$ cat config.mk
export PLATFORM = sky130hd
export DESIGN_NAME = c_comment_literal_blanker_core
export DESIGN_NICKNAME = d
export VERILOG_FILES = /design/src/hdl/clb_pkg.sv /design/src/hdl/c_comment_literal_blanker_core.sv /design/src/hdl/clb_front.sv /design/src/hdl/clb_queue.sv /design/src/hdl/clb_back.sv
export SDC_FILE = /design/constraint.sdc
export NUM_CORES = 1
export LEC_CHECK = 0
export BUFFER_PORTS_ARGS = -buffer_cell sky130_fd_sc_hd__buf_2
export CAP_MARGIN = 20
export CORE_UTILIZATION = 50
export DETAILED_ROUTE_END_ITERATION = 8
export GPL_TIMING_DRIVEN = 0
export PLACE_DENSITY = 0.74
export SLEW_MARGIN = 15
export SYNTH_ARGS = -nofsm -noshare
export SYNTH_HDL_FRONTEND = slang
export SYNTH_SLANG_ARGS = --single-unit
$ cat constraint.sdc
create_clock -name i_clk -period 5.2 [get_ports i_clk]
set_clock_uncertainty 0.15 [all_clocks]
set_input_delay 0.26 -clock i_clk [delete_from_list [all_inputs] [get_ports i_clk]]
set_output_delay 0.26 -clock i_clk [all_outputs]
set_load 0.05 [all_outputs]
$ cat src/hdl/clb_pkg.sv
// ----------------------------------------------------------------------------
// clb_pkg
// Shared types and constants for the comment and literal blanker.
// ----------------------------------------------------------------------------
package clb_pkg;

    localparam int BYTE_W = 8;
    localparam int QDEPTH = 4;
    localparam int QPTR_W = $clog2(QDEPTH);
    localparam int QCNT_W = $clog2(QDEPTH + 1);

    localparam logic [BYTE_W-1:0] CH_SLASH  = 8'h2F;
    localparam logic [BYTE_W-1:0] CH_STAR   = 8'h2A;
    localparam logic [BYTE_W-1:0] CH_DQUOTE = 8'h22;
    localparam logic [BYTE_W-1:0] CH_SQUOTE = 8'h27;
    localparam logic [BYTE_W-1:0] CH_BSLASH = 8'h5C;
    localparam logic [BYTE_W-1:0] CH_NL     = 8'h0A;
    localparam logic [BYTE_W-1:0] CH_SPACE  = 8'h20;

    typedef enum logic [2:0] {
        MODE_NORMAL = 3'd0,
        MODE_LINE   = 3'd1,
        MODE_BLOCK  = 3'd2,
        MODE_STRING = 3'd3,
        MODE_CHAR   = 3'd4
    } t_lex_mode;

    // One classified input: one or two output words.
    typedef struct packed {
        logic              two;
        logic [BYTE_W-1:0] b0;
        logic [BYTE_W-1:0] b1;
        logic              done;
    } t_entry;

    // Queue head as seen by the back end.
    typedef struct packed {
        logic   avail;
        t_entry entry;
    } t_head;

endpackage

$ cat src/hdl/c_comment_literal_blanker_core.sv
// ----------------------------------------------------------------------------
// c_comment_literal_blanker_core
// Blanks C comments and string/character literals in a byte stream.
// ----------------------------------------------------------------------------
// Usage:
//   Input side is a queue write port: drive push with i_in_byte and
//   i_end_of_text; a word is taken on a clock edge with push high and full
//   low. Output side is a queue read port: while empty is low the oldest
//   word sits on o_out_byte, o_run_last and o_text_done; pop takes it.
//   Each input byte yields one word, except a slash in code, which is held
//   until the next byte and then yields two words (or none on its own cycle).
//   Each word passes through the queue and then the output register before
//   it shows on the output; the second word of a pair follows the first.
//   Throughput is one input byte per cycle while full is low; the extra
//   output word of a held slash pair is absorbed by the four-entry queue
//   between the lexer front end and the output back end.
//   When pop stays low the output word holds, the queue fills and full
//   rises; input stalls until words drain.
//   Synchronous reset clears lexer state, queue and output valid flag; the
//   word flagged text_done ends a text and the lexer restarts in code mode.
// ----------------------------------------------------------------------------
module c_comment_literal_blanker_core (
    input  logic       i_clk,
    input  logic       i_rst_n,
    input  logic       push,
    output logic       full,
    input  logic [7:0] i_in_byte,
    input  logic       i_end_of_text,
    output logic       empty,
    input  logic       pop,
    output logic [7:0] o_out_byte,
    output logic       o_run_last,
    output logic       o_text_done
);
    import clb_pkg::*;

    logic   accept;
    logic   ent_valid;
    t_entry entry;
    t_head  head;
    logic   q_pop;

    assign accept = push && !full;

    clb_front u_front (
        .i_clk       (i_clk),
        .i_rst_n     (i_rst_n),
        .i_valid     (accept),
        .i_byte      (i_in_byte),
        .i_last      (i_end_of_text),
        .o_ent_valid (ent_valid),
        .o_entry     (entry)
    );

    clb_queue u_queue (
        .i_clk   (i_clk),
        .i_rst_n (i_rst_n),
        .i_push  (ent_valid),
        .i_entry (entry),
        .i_pop   (q_pop),
        .o_full  (full),
        .o_head  (head)
    );

    clb_back u_back (
        .i_clk       (i_clk),
        .i_rst_n     (i_rst_n),
        .i_head      (head),
        .o_q_pop     (q_pop),
        .i_pop       (pop),
        .o_empty     (empty),
        .o_byte      (o_out_byte),
        .o_run_last  (o_run_last),
        .o_text_done (o_text_done)
    );

endmodule

$ cat src/hdl/clb_front.sv
// ----------------------------------------------------------------------------
// clb_front
// Lexer front end: tracks the lexical mode and turns each accepted byte into
// a queue entry of zero, one or two output words.
// ----------------------------------------------------------------------------
module clb_front (
    input  logic                  i_clk,
    input  logic                  i_rst_n,
    input  logic                  i_valid,
    input  logic [7:0]            i_byte,
    input  logic                  i_last,
    output logic                  o_ent_valid,
    output clb_pkg::t_entry       o_entry
);
    import clb_pkg::*;

    t_lex_mode r_mode, n_mode;
    logic      r_esc, n_esc;
    logic      r_held, n_held;
    logic      r_star, n_star;

    logic is_slash, is_star, is_nl, is_quote;

    assign is_slash = (i_byte == CH_SLASH);
    assign is_star  = (i_byte == CH_STAR);
    assign is_nl    = (i_byte == CH_NL);
    assign is_quote = (i_byte == CH_DQUOTE) || (i_byte == CH_SQUOTE);

    // Next state
    always_comb begin
        n_mode = r_mode;
        n_esc  = r_esc;
        n_held = r_held;
        n_star = r_star;
        unique case (r_mode)
            MODE_LINE: begin
                if (is_nl) n_mode = MODE_NORMAL;
            end
            MODE_BLOCK: begin
                if (is_nl) begin
                    n_star = 1'b0;
                end else if (r_star && is_slash) begin
                    n_star = 1'b0;
                    n_mode = MODE_NORMAL;
                end else begin
                    n_star = is_star;
                end
            end
            MODE_STRING, MODE_CHAR: begin
                if (is_nl) begin
                    n_mode = MODE_NORMAL;
                    n_esc  = 1'b0;
                end else if (r_esc) begin
                    n_esc = 1'b0;
                end else if (i_byte == CH_BSLASH) begin
                    n_esc = 1'b1;
                end else if ((r_mode == MODE_STRING && i_byte == CH_DQUOTE) ||
                             (r_mode == MODE_CHAR && i_byte == CH_SQUOTE)) begin
                    n_mode = MODE_NORMAL;
                end
            end
            default: begin
                n_mode = MODE_NORMAL;
                if (r_held && is_slash) begin
                    n_held = 1'b0;
                    n_mode = MODE_LINE;
                end else if (r_held && is_star) begin
                    n_held = 1'b0;
                    n_mode = MODE_BLOCK;
                    n_star = 1'b0;
                end else if (!r_held && is_slash) begin
                    n_held = !i_last;
                end else begin
                    n_held = 1'b0;
                    if (i_byte == CH_DQUOTE) begin
                        n_mode = MODE_STRING;
                        n_esc  = 1'b0;
                    end else if (i_byte == CH_SQUOTE) begin
                        n_mode = MODE_CHAR;
                        n_esc  = 1'b0;
                    end
                end
            end
        endcase
        if (i_last) begin
            n_mode = MODE_NORMAL;
            n_esc  = 1'b0;
            n_held = 1'b0;
            n_star = 1'b0;
        end
    end

    // Entry outputs
    always_comb begin
        o_ent_valid   = i_valid;
        o_entry.two   = 1'b0;
        o_entry.b0    = CH_SPACE;
        o_entry.b1    = CH_SPACE;
        o_entry.done  = i_last;
        unique case (r_mode)
            MODE_LINE, MODE_BLOCK, MODE_STRING, MODE_CHAR: begin
                o_entry.b0 = is_nl ? CH_NL : CH_SPACE;
            end
            default: begin
                if (r_held) begin
                    o_entry.two = 1'b1;
                    if (!is_slash && !is_star) begin
                        o_entry.b0 = CH_SLASH;
                        o_entry.b1 = is_quote ? CH_SPACE : i_byte;
                    end
                end else if (is_slash) begin
                    o_entry.b0 = i_byte;
                    if (!i_last) o_ent_valid = 1'b0;
                end else begin
                    o_entry.b0 = is_quote ? CH_SPACE : i_byte;
                end
            end
        endcase
    end

    always_ff @(posedge i_clk) begin
        if (!i_rst_n) begin
            r_mode <= MODE_NORMAL;
            r_esc  <= 1'b0;
            r_held <= 1'b0;
            r_star <= 1'b0;
        end else if (i_valid) begin
            r_mode <= n_mode;
            r_esc  <= n_esc;
            r_held <= n_held;
            r_star <= n_star;
        end
    end

endmodule

$ cat src/hdl/clb_queue.sv
// ----------------------------------------------------------------------------
// clb_queue
// Short entry queue between the front end and the back end.
// ----------------------------------------------------------------------------
module clb_queue (
    input  logic            i_clk,
    input  logic            i_rst_n,
    input  logic            i_push,
    input  clb_pkg::t_entry i_entry,
    input  logic            i_pop,
    output logic            o_full,
    output clb_pkg::t_head  o_head
);
    import clb_pkg::*;

    t_entry              r_mem [QDEPTH];
    logic [QPTR_W-1:0]   r_wr, r_rd;
    logic [QCNT_W-1:0]   r_cnt, n_cnt;
    logic                do_pop;

    assign o_full       = (r_cnt == QCNT_W'(QDEPTH));
    assign o_head.avail = (r_cnt != '0);
    assign o_head.entry = r_mem[r_rd];
    assign do_pop       = i_pop && o_head.avail;

    always_comb begin
        n_cnt = r_cnt;
        if (i_push && !do_pop) n_cnt = r_cnt + 1'b1;
        else if (!i_push && do_pop) n_cnt = r_cnt - 1'b1;
    end

    always_ff @(posedge i_clk) begin
        if (i_push) r_mem[r_wr] <= i_entry;
    end

    always_ff @(posedge i_clk) begin
        if (!i_rst_n) begin
            r_wr  <= '0;
            r_rd  <= '0;
            r_cnt <= '0;
        end else begin
            if (i_push) r_wr <= r_wr + 1'b1;
            if (do_pop) r_rd <= r_rd + 1'b1;
            r_cnt <= n_cnt;
        end
    end

endmodule

$ cat src/hdl/clb_back.sv
// ----------------------------------------------------------------------------
// clb_back
// Back end: splits queue entries into output words and holds the output
// register.
// ----------------------------------------------------------------------------
module clb_back (
    input  logic           i_clk,
    input  logic           i_rst_n,
    input  clb_pkg::t_head i_head,
    output logic           o_q_pop,
    input  logic           i_pop,
    output logic           o_empty,
    output logic [7:0]     o_byte,
    output logic           o_run_last,
    output logic           o_text_done
);
    import clb_pkg::*;

    logic              r_valid;
    logic              r_half, n_half;
    logic [BYTE_W-1:0] r_byte, n_byte;
    logic              r_last, n_last;
    logic              r_done, n_done;
    logic              load, first_of_two;

    assign o_empty      = !r_valid;
    assign load         = i_head.avail && (!r_valid || i_pop);
    assign first_of_two = i_head.entry.two && !r_half;

    always_comb begin
        n_half  = r_half;
        n_byte  = r_half ? i_head.entry.b1 : i_head.entry.b0;
        n_last  = !first_of_two;
        n_done  = !first_of_two && i_head.entry.done;
        o_q_pop = load && !first_of_two;
        if (load) n_half = first_of_two;
    end

    always_ff @(posedge i_clk) begin
        if (load) begin
            r_byte <= n_byte;
            r_last <= n_last;
            r_done <= n_done;
        end
    end

    always_ff @(posedge i_clk) begin
        if (!i_rst_n) begin
            r_valid <= 1'b0;
            r_half  <= 1'b0;
        end else begin
            if (load) r_valid <= 1'b1;
            else if (i_pop) r_valid <= 1'b0;
            r_half <= n_half;
        end
    end

    assign o_byte      = r_byte;
    assign o_run_last  = r_last;
    assign o_text_done = r_done;

endmodule

==> results of run 1 <==
## cells by family (layout without fill, tap and decap cells)
family | Yosys count | after routing | share of synthesized area (%)
flip-flops | 99 | 99 | 65.6
buffers and inverters | 19 | 59 | 1.76
multiplexers | 32 | 32 | 13.0
XOR/XNOR | 6 | 6 | 1.23
adder cells (fa/ha/maj) | 6 | 6 | 1.93
AND/OR/NAND/NOR | 82 | 82 | 11.8
AO/OA/AOI/OAI | 30 | 30 | 4.71
## cells in the final DEF (no fill, tap or decap), types with 6 or more instances in the layout
cell type and instances:
a21oi_1 6, mux2_2 8, buf_2 27, inv_1 9
dfxtp_1 17, nand2_1 10, edfxtp_1 82, clkbuf_8 9
mux4_2 18, mux2i_1 6, and2_1 22, nor2_1 7
o21ai_0 8, nor2b_1 8, clkbuf_1 6
## cell usage after synthesis (all sizes together) (7+ instances only)
cell type | number | area, um2
o21ai | 8 | 40.0
and2 | 23 | 145
a21oi | 9 | 60.1
inv | 9 | 33.8
nand2 | 11 | 43.8
mux2 | 8 | 90.1
dfxtp | 17 | 340
edfxtp | 82 | 2460
mux4 | 18 | 405
nor2b | 8 | 50.1
nor2 | 7 | 26.3
## per-stage QoR
stage / utilization (%) / cells / setup WS (ns) / area (um2)
2_1_floorplan: - / 274 / 2.01 / 4270
3_3_place_gp: 54.8 / 403 / 2.06 / 4530
3_5_place_dp: 54.8 / 403 / 2.30 / 4530
4_1_cts: 57.1 / 419 / 2.26 / 4710
5_1_grt: 57.1 / 419 / 2.02 / 4710
6_report: 57.1 / 419 / 2.26 / 4710
## routing by layer
layer,wire length [um],track usage (%),vias up
met4,123,7.58,0
met1,3610,26.8,1210
met5,0,0,-
li1,-,-,1127
met2,3790,31.6,65
met3,343,2.82,12
## worst max-delay path by stage
| stage | cells after the start | start | slack (ns) | to |
|---|---|---|---|---|
| after global routing | 10 | u_front.r_mode[0]$_SDFFE_PN0P_ | 2.02 | u_queue.r_cnt[2]$_SDFFE_PN0P_ |
| after CTS | 10 | u_front.r_mode[0]$_SDFFE_PN0P_ | 2.26 | u_queue.r_cnt[2]$_SDFFE_PN0P_ |
| after global placement | 9 | u_queue.r_cnt[0]$_SDFFE_PN0P_ | 2.06 | u_queue.r_cnt[2]$_SDFFE_PN0P_ |
| final | 10 | u_front.r_mode[0]$_SDFFE_PN0P_ | 2.26 | u_queue.r_cnt[2]$_SDFFE_PN0P_ |
| after floorplan | 9 | u_queue.r_cnt[0]$_SDFFE_PN0P_ | 2.01 | u_queue.r_cnt[2]$_SDFFE_PN0P_ |
| after detailed placement | 10 | u_front.r_mode[0]$_SDFFE_PN0P_ | 2.30 | u_queue.r_cnt[2]$_SDFFE_PN0P_ |
## power breakdown
part,total [W],switching (W),internal [W]
clock,0.000465,0.000282,0.000183
combinational,0.000686,0.000425,0.000261
sequential,0.00105,0.0000383,0.00101
total,0.00220,0.000745,0.00145
## flip-flops by register name (all words and copies together) (netlist names), named ones only
| register | cells |
|---|---|
| u_back.o_byte | 8 |
| u_back.o_run_last | 1 |
| u_back.o_text_done | 1 |
| u_back.r_half | 1 |
| u_back.r_valid | 1 |
| u_front.r_esc | 1 |
| u_front.r_held | 1 |
| u_front.r_mode | 3 |
| u_front.r_star | 1 |
| u_queue.r_cnt | 3 |
| u_queue.r_mem | 72 |
| u_queue.r_rd | 2 |
| u_queue.r_wr | 2 |
## worst max-delay path, cell delays in order (launching register included)
cell and delay [ns]:
dfxtp_1 0.31, buf_2 0.16, o21ai_0 0.28, a21oi_1 0.23, a21oi_2 0.36, ha_1 0.25
inv_1 0.07, fa_1 0.43, xor2_1 0.16, or3_1 0.31, a21boi_0 0.17
## cell type report
type	instances	area, um2	share of cell area, %
Sequential cell	99	2800	59.5
Multi-Input combinational cell	156	1400	29.7
Tap cell	105	131	2.79
Clock buffer	9	124	2.63
Timing Repair Buffer	24	120	2.55
Clock inverter	7	58.8	1.25
Buffer	10	41.3	0.876
Inverter	9	33.8	0.717
==> results.cfg, run 1 <==
[status]
status = complete, no violations

[drt]
ant_nets = 0
vias_per_cell = 5.76
vias = 2414
first_pass_iters = 4
drc = 0
wire_per_inst_um = 18.8
wirelength_um = 7860
drtIter0Drc = 156

[power]
vdd_ir_drop_max_mv = 0.234
power_w = 0.00220
p_leak_nw = 1.60
powerDensity_mw_per_mm2 = 467

[critical_path]
required_ns = 5.35
cp-end-kind = register
crit_path_max_fanout = 9
crit_arrival_ns = 3.09
worst_setup_path_start_kind = register
r2r.worst_path.cells = 10
r2r_start = u_front.r_mode[0]$_SDFFE_PN0P_
r2r_slack_ns = 2.26
path_class = reg -> reg
timing.rr.end = u_queue.r_cnt[2]$_SDFFE_PN0P_

[synthesis]
synth.distinct_cells = 48
ys_ff_latch = 99
synthArstFlopShare_pct = 0
postSynthAreaPerCell_um2 = 15.6
synthCells = 274
synthesis.nets = 293
seq_area_frac_synth_pct = 65.6
synth_edf_count = 82
netlist_area_mm2 = 0.00427
synth_ff_type = edfxtp_1
ys_warn_count = 0

[die]
die_width_um = 94.5
initial_core_util_pct = 51.8
row_count = 33
fp.coreArea_mm2 = 0.00826
die_y_um = 94.5
die_area_mm2 = 0.00892
ios = 25

[placed_design]
gp_congestion = 0.921
place.port_buffers = 24
dp_hpwl_um = 5230

[finish]
diodes = 0
fillCellCount = 658
synthToLayoutAreaGrowth_pct = 10.2
drive_above_1_share_pct = 25.8
nets = 328

[clock_tree]
root_buffer = clkbuf_8
clock-sinks = 99
cts_tree = done
clockBufferDepth = 2
postCtsSetupBuffers = 0
ctsHoldBuffers = 0
cts.reportedPaths.clkPinSlew_ns = 0.10
cts_resized = 0
cts_buffers = 9
h-tree-depth = 3
clkLatencyLatePin_ns = 0.37

[grt]
antenna_found_initial = 0
grt_usage_pct = 19.5
grt_max_degree = 19
grt_pass1_vias = 2377
grt_pass1_wl_um = 12600
grt_overflow = 0

[timing]
maxSlewHeadroom_pct = 35.2
finalCritPeriodShare_pct = 56.5
slew_violations = 0
max_freq_ghz = 0.340
timing.hold.ws_ns = 0.0498
setup_violations = 0
hold_viol = 0
worstMarginPinSlew_ns = 0.972
fin_crit_ns = 2.94
rsz0062_at_grt = no
tns_ns = 0

[job]
maxCapViolCount = 0

[min_path]
hp-class = in -> reg
min_to = u_queue.r_mem[2][0]$_DFFE_PP_
hold-path-cell-count = 1
hp-start = i_end_of_text
Note: power is estimated with default switching activity, not from simulation.
==> run 2: changes to the inputs <==
==> constraint.sdc (replaced) <==
create_clock -name i_clk -period 2.99 [get_ports i_clk]
set_clock_uncertainty 0.15 [all_clocks]
set_input_delay 0.1495 -clock i_clk [delete_from_list [all_inputs] [get_ports i_clk]]
set_output_delay 0.1495 -clock i_clk [all_outputs]
set_load 0.05 [all_outputs]
==> run 2 against run 1 <==
  * Critical path depth unchanged
  * Largest cell class unchanged
  * First-iteration DRC count up 10%
  * Final cell count up 0.72%
  * Register-to-register slack worse by 2.0 ns
  * Clock power up 110%
==> results.cfg, run 2 (synthesis results as in run 1) <==
[status]
status = complete, no violations

[timing]
tns_ns = 0
maxSlewHeadroom_pct = 30.6
setup_violations = 0
hold_viol = 0
fin_crit_ns = 2.77
rsz0062_at_grt = no
finalCritPeriodShare_pct = 92.7
max_freq_ghz = 0.361
worst_slack_ns = 0.218
worstMarginPinSlew_ns = 1.04
slew_violations = 0
timing.hold.ws_ns = 0.0376

[critical_path]
crit_chain = buf_2 > or3_1 > a21oi_1 > a21oi_2 > ha_1 > inv_1 > fa_1 > xor2_1 > or3_1 > a21boi_0
path_class = reg -> reg
crit_slowest_cell = or3_1
cp_top_family = compound AO/OA/AOI/OAI gates
crit_path_max_fanout = 9
worst_setup_path_start_kind = register
path_common_cell = or3_1
crit_arrival_ns = 2.90
cp-end-kind = register
slowest_delay_ns = 0.41
worst-path-buf-inv = 2
required_ns = 3.11

[clock_tree]
cts_tree = done
clockBufferDepth = 2
clock-sinks = 99
cts.reportedPaths.clkPinSlew_ns = 0.09
root_buffer = clkbuf_8
cts_buffers = 9
clkLatencyLatePin_ns = 0.36
h-tree-depth = 3

[drt]
wirelength_um = 8040
drtIter0Drc = 172
ant_nets = 0
vias_per_cell = 5.68
vias = 2399
drc = 0
wire_per_inst_um = 19.0
first_pass_iters = 4

[grt]
antenna_found_initial = 0
busiest_layer = met2
grt_max_degree = 19
grtUsageMet2_pct = 31.3
met3_usage_pct = 4.99
grt_pass1_vias = 2400
grt_util_met1_pct = 26.2
grt_overflow = 0
grt_pass1_wl_um = 12700
grt_usage_pct = 19.7

[finish]
final_common_cell = edfxtp_1
diodes = 0
layout_common_cells = edfxtp_1 (82), buf_2 (26), and2_1 (22)
synthToLayoutAreaGrowth_pct = 12.7
nets = 331
top_register = u_queue.r_mem
final_cell_area_mm2 = 0.00482
fillCellCount = 652
drive_above_1_share_pct = 26.5
largest_register_ffs = 72

[job]
maxCapViolCount = 0

[power]
powerDensity_mw_per_mm2 = 837
p_seq_share_pct = 45.7
pwr-share-comb_pct = 30.1
clkPwrFrac_pct = 24.2
switching_share_pct = 31.9
vdd_ir_drop_max_mv = 0.364
power_w = 0.00403
p_int_w = 0.00274
p_sw_w = 0.00129
p_leak_nw = 1.64

[die]
fp.coreArea_mm2 = 0.00826
die_y_um = 94.5
initial_core_util_pct = 51.8
die_width_um = 94.5
ios = 25
die_area_mm2 = 0.00892
row_count = 33

[placed_design]
placed_cell_area_mm2 = 0.00453
dpl_worst_slack_ns = 0.0612
gp_congestion = 0.920
place.port_buffers = 24
dp_hpwl_um = 5370

[min_path]
hp-class = in -> reg
## run 2: changes by cell type in the layout (fill, tap and decap cells not counted), sizes merged
cell,delta
clkinv,-2
bufinv,+1
dlygate4sd3,+2
inv,-3
buf,+1
clkbuf,+4
## run 2: final timing paths
check                                                     from  slack [ns]                        endpoint  cells past startpoint
worst max-delay path            u_front.r_mode[0]$_SDFFE_PN0P_        0.22   u_queue.r_cnt[2]$_SDFFE_PN0P_                     10
worst min-delay path                                   i_rst_n        0.04  u_front.r_mode[0]$_SDFFE_PN0P_                      4
worst max register to register  u_front.r_mode[0]$_SDFFE_PN0P_        0.22   u_queue.r_cnt[2]$_SDFFE_PN0P_                     10
worst min register to register     u_front.r_star$_SDFFE_PN0P_        0.33     u_front.r_star$_SDFFE_PN0P_                      2
## run 2: final cells by class
cell class,instances,area [um2],area share [%]
Inverter,9,33.8,0.701
Tap cell,105,131,2.73
Multi-Input combinational cell,156,1410,29.3
Clock inverter,3,47.5,0.987
Sequential cell,99,2800,58.2
Clock buffer,13,191,3.98
Timing Repair Buffer,28,155,3.22
Buffer,9,40.0,0.831
## run 2: worst reg2reg max path, delay by kind of cell, from the launching register on
family / cells / cell delay (ns)
AOI/OAI and AO/OA: 3 / 0.77
xor gates and xnor gates: 1 / 0.08
adders and majority gates: 2 / 0.44
buffers and inverters: 2 / 0.26
DFF: 1 / 0.30
and+or+nand+nor: 2 / 0.71
## run 2: layer usage
| layer | routed length (um) | up-vias |
|---|---|---|
| met5 | 0 | - |
| met4 | 115 | 0 |
| met3 | 381 | 7 |
| met2 | 3940 | 59 |
| met1 | 3610 | 1205 |
| li1 | - | 1128 |
## run 2: timing repair
action,in CTS,in global routing
hold buffers,2,0
resized for setup,0,4
buffers inserted,0,2
setup endpoints to repair,0,1
hold endpoints to repair,5,0
## run 2: power groups by stage
stage	registers [W]	logic (W)	clock network, W
floorplan	0.00210	0.000686	0
global placement	0.00185	0.00118	0
detailed placement	0.00186	0.00121	0
CTS	0.00183	0.00121	0.000991
global route	0.00186	0.00130	0.00104
finish	0.00184	0.00121	0.000977
## run 2: per-stage QoR
| stage | cells | utilization (%) |
|---|---|---|
| detailed placement | 403 | 54.9 |
| floorplan | 274 | - |
| CTS | 421 | 58.0 |
| finish | 422 | 58.3 |
| global placement | 403 | 54.9 |
| global route | 422 | 58.3 |
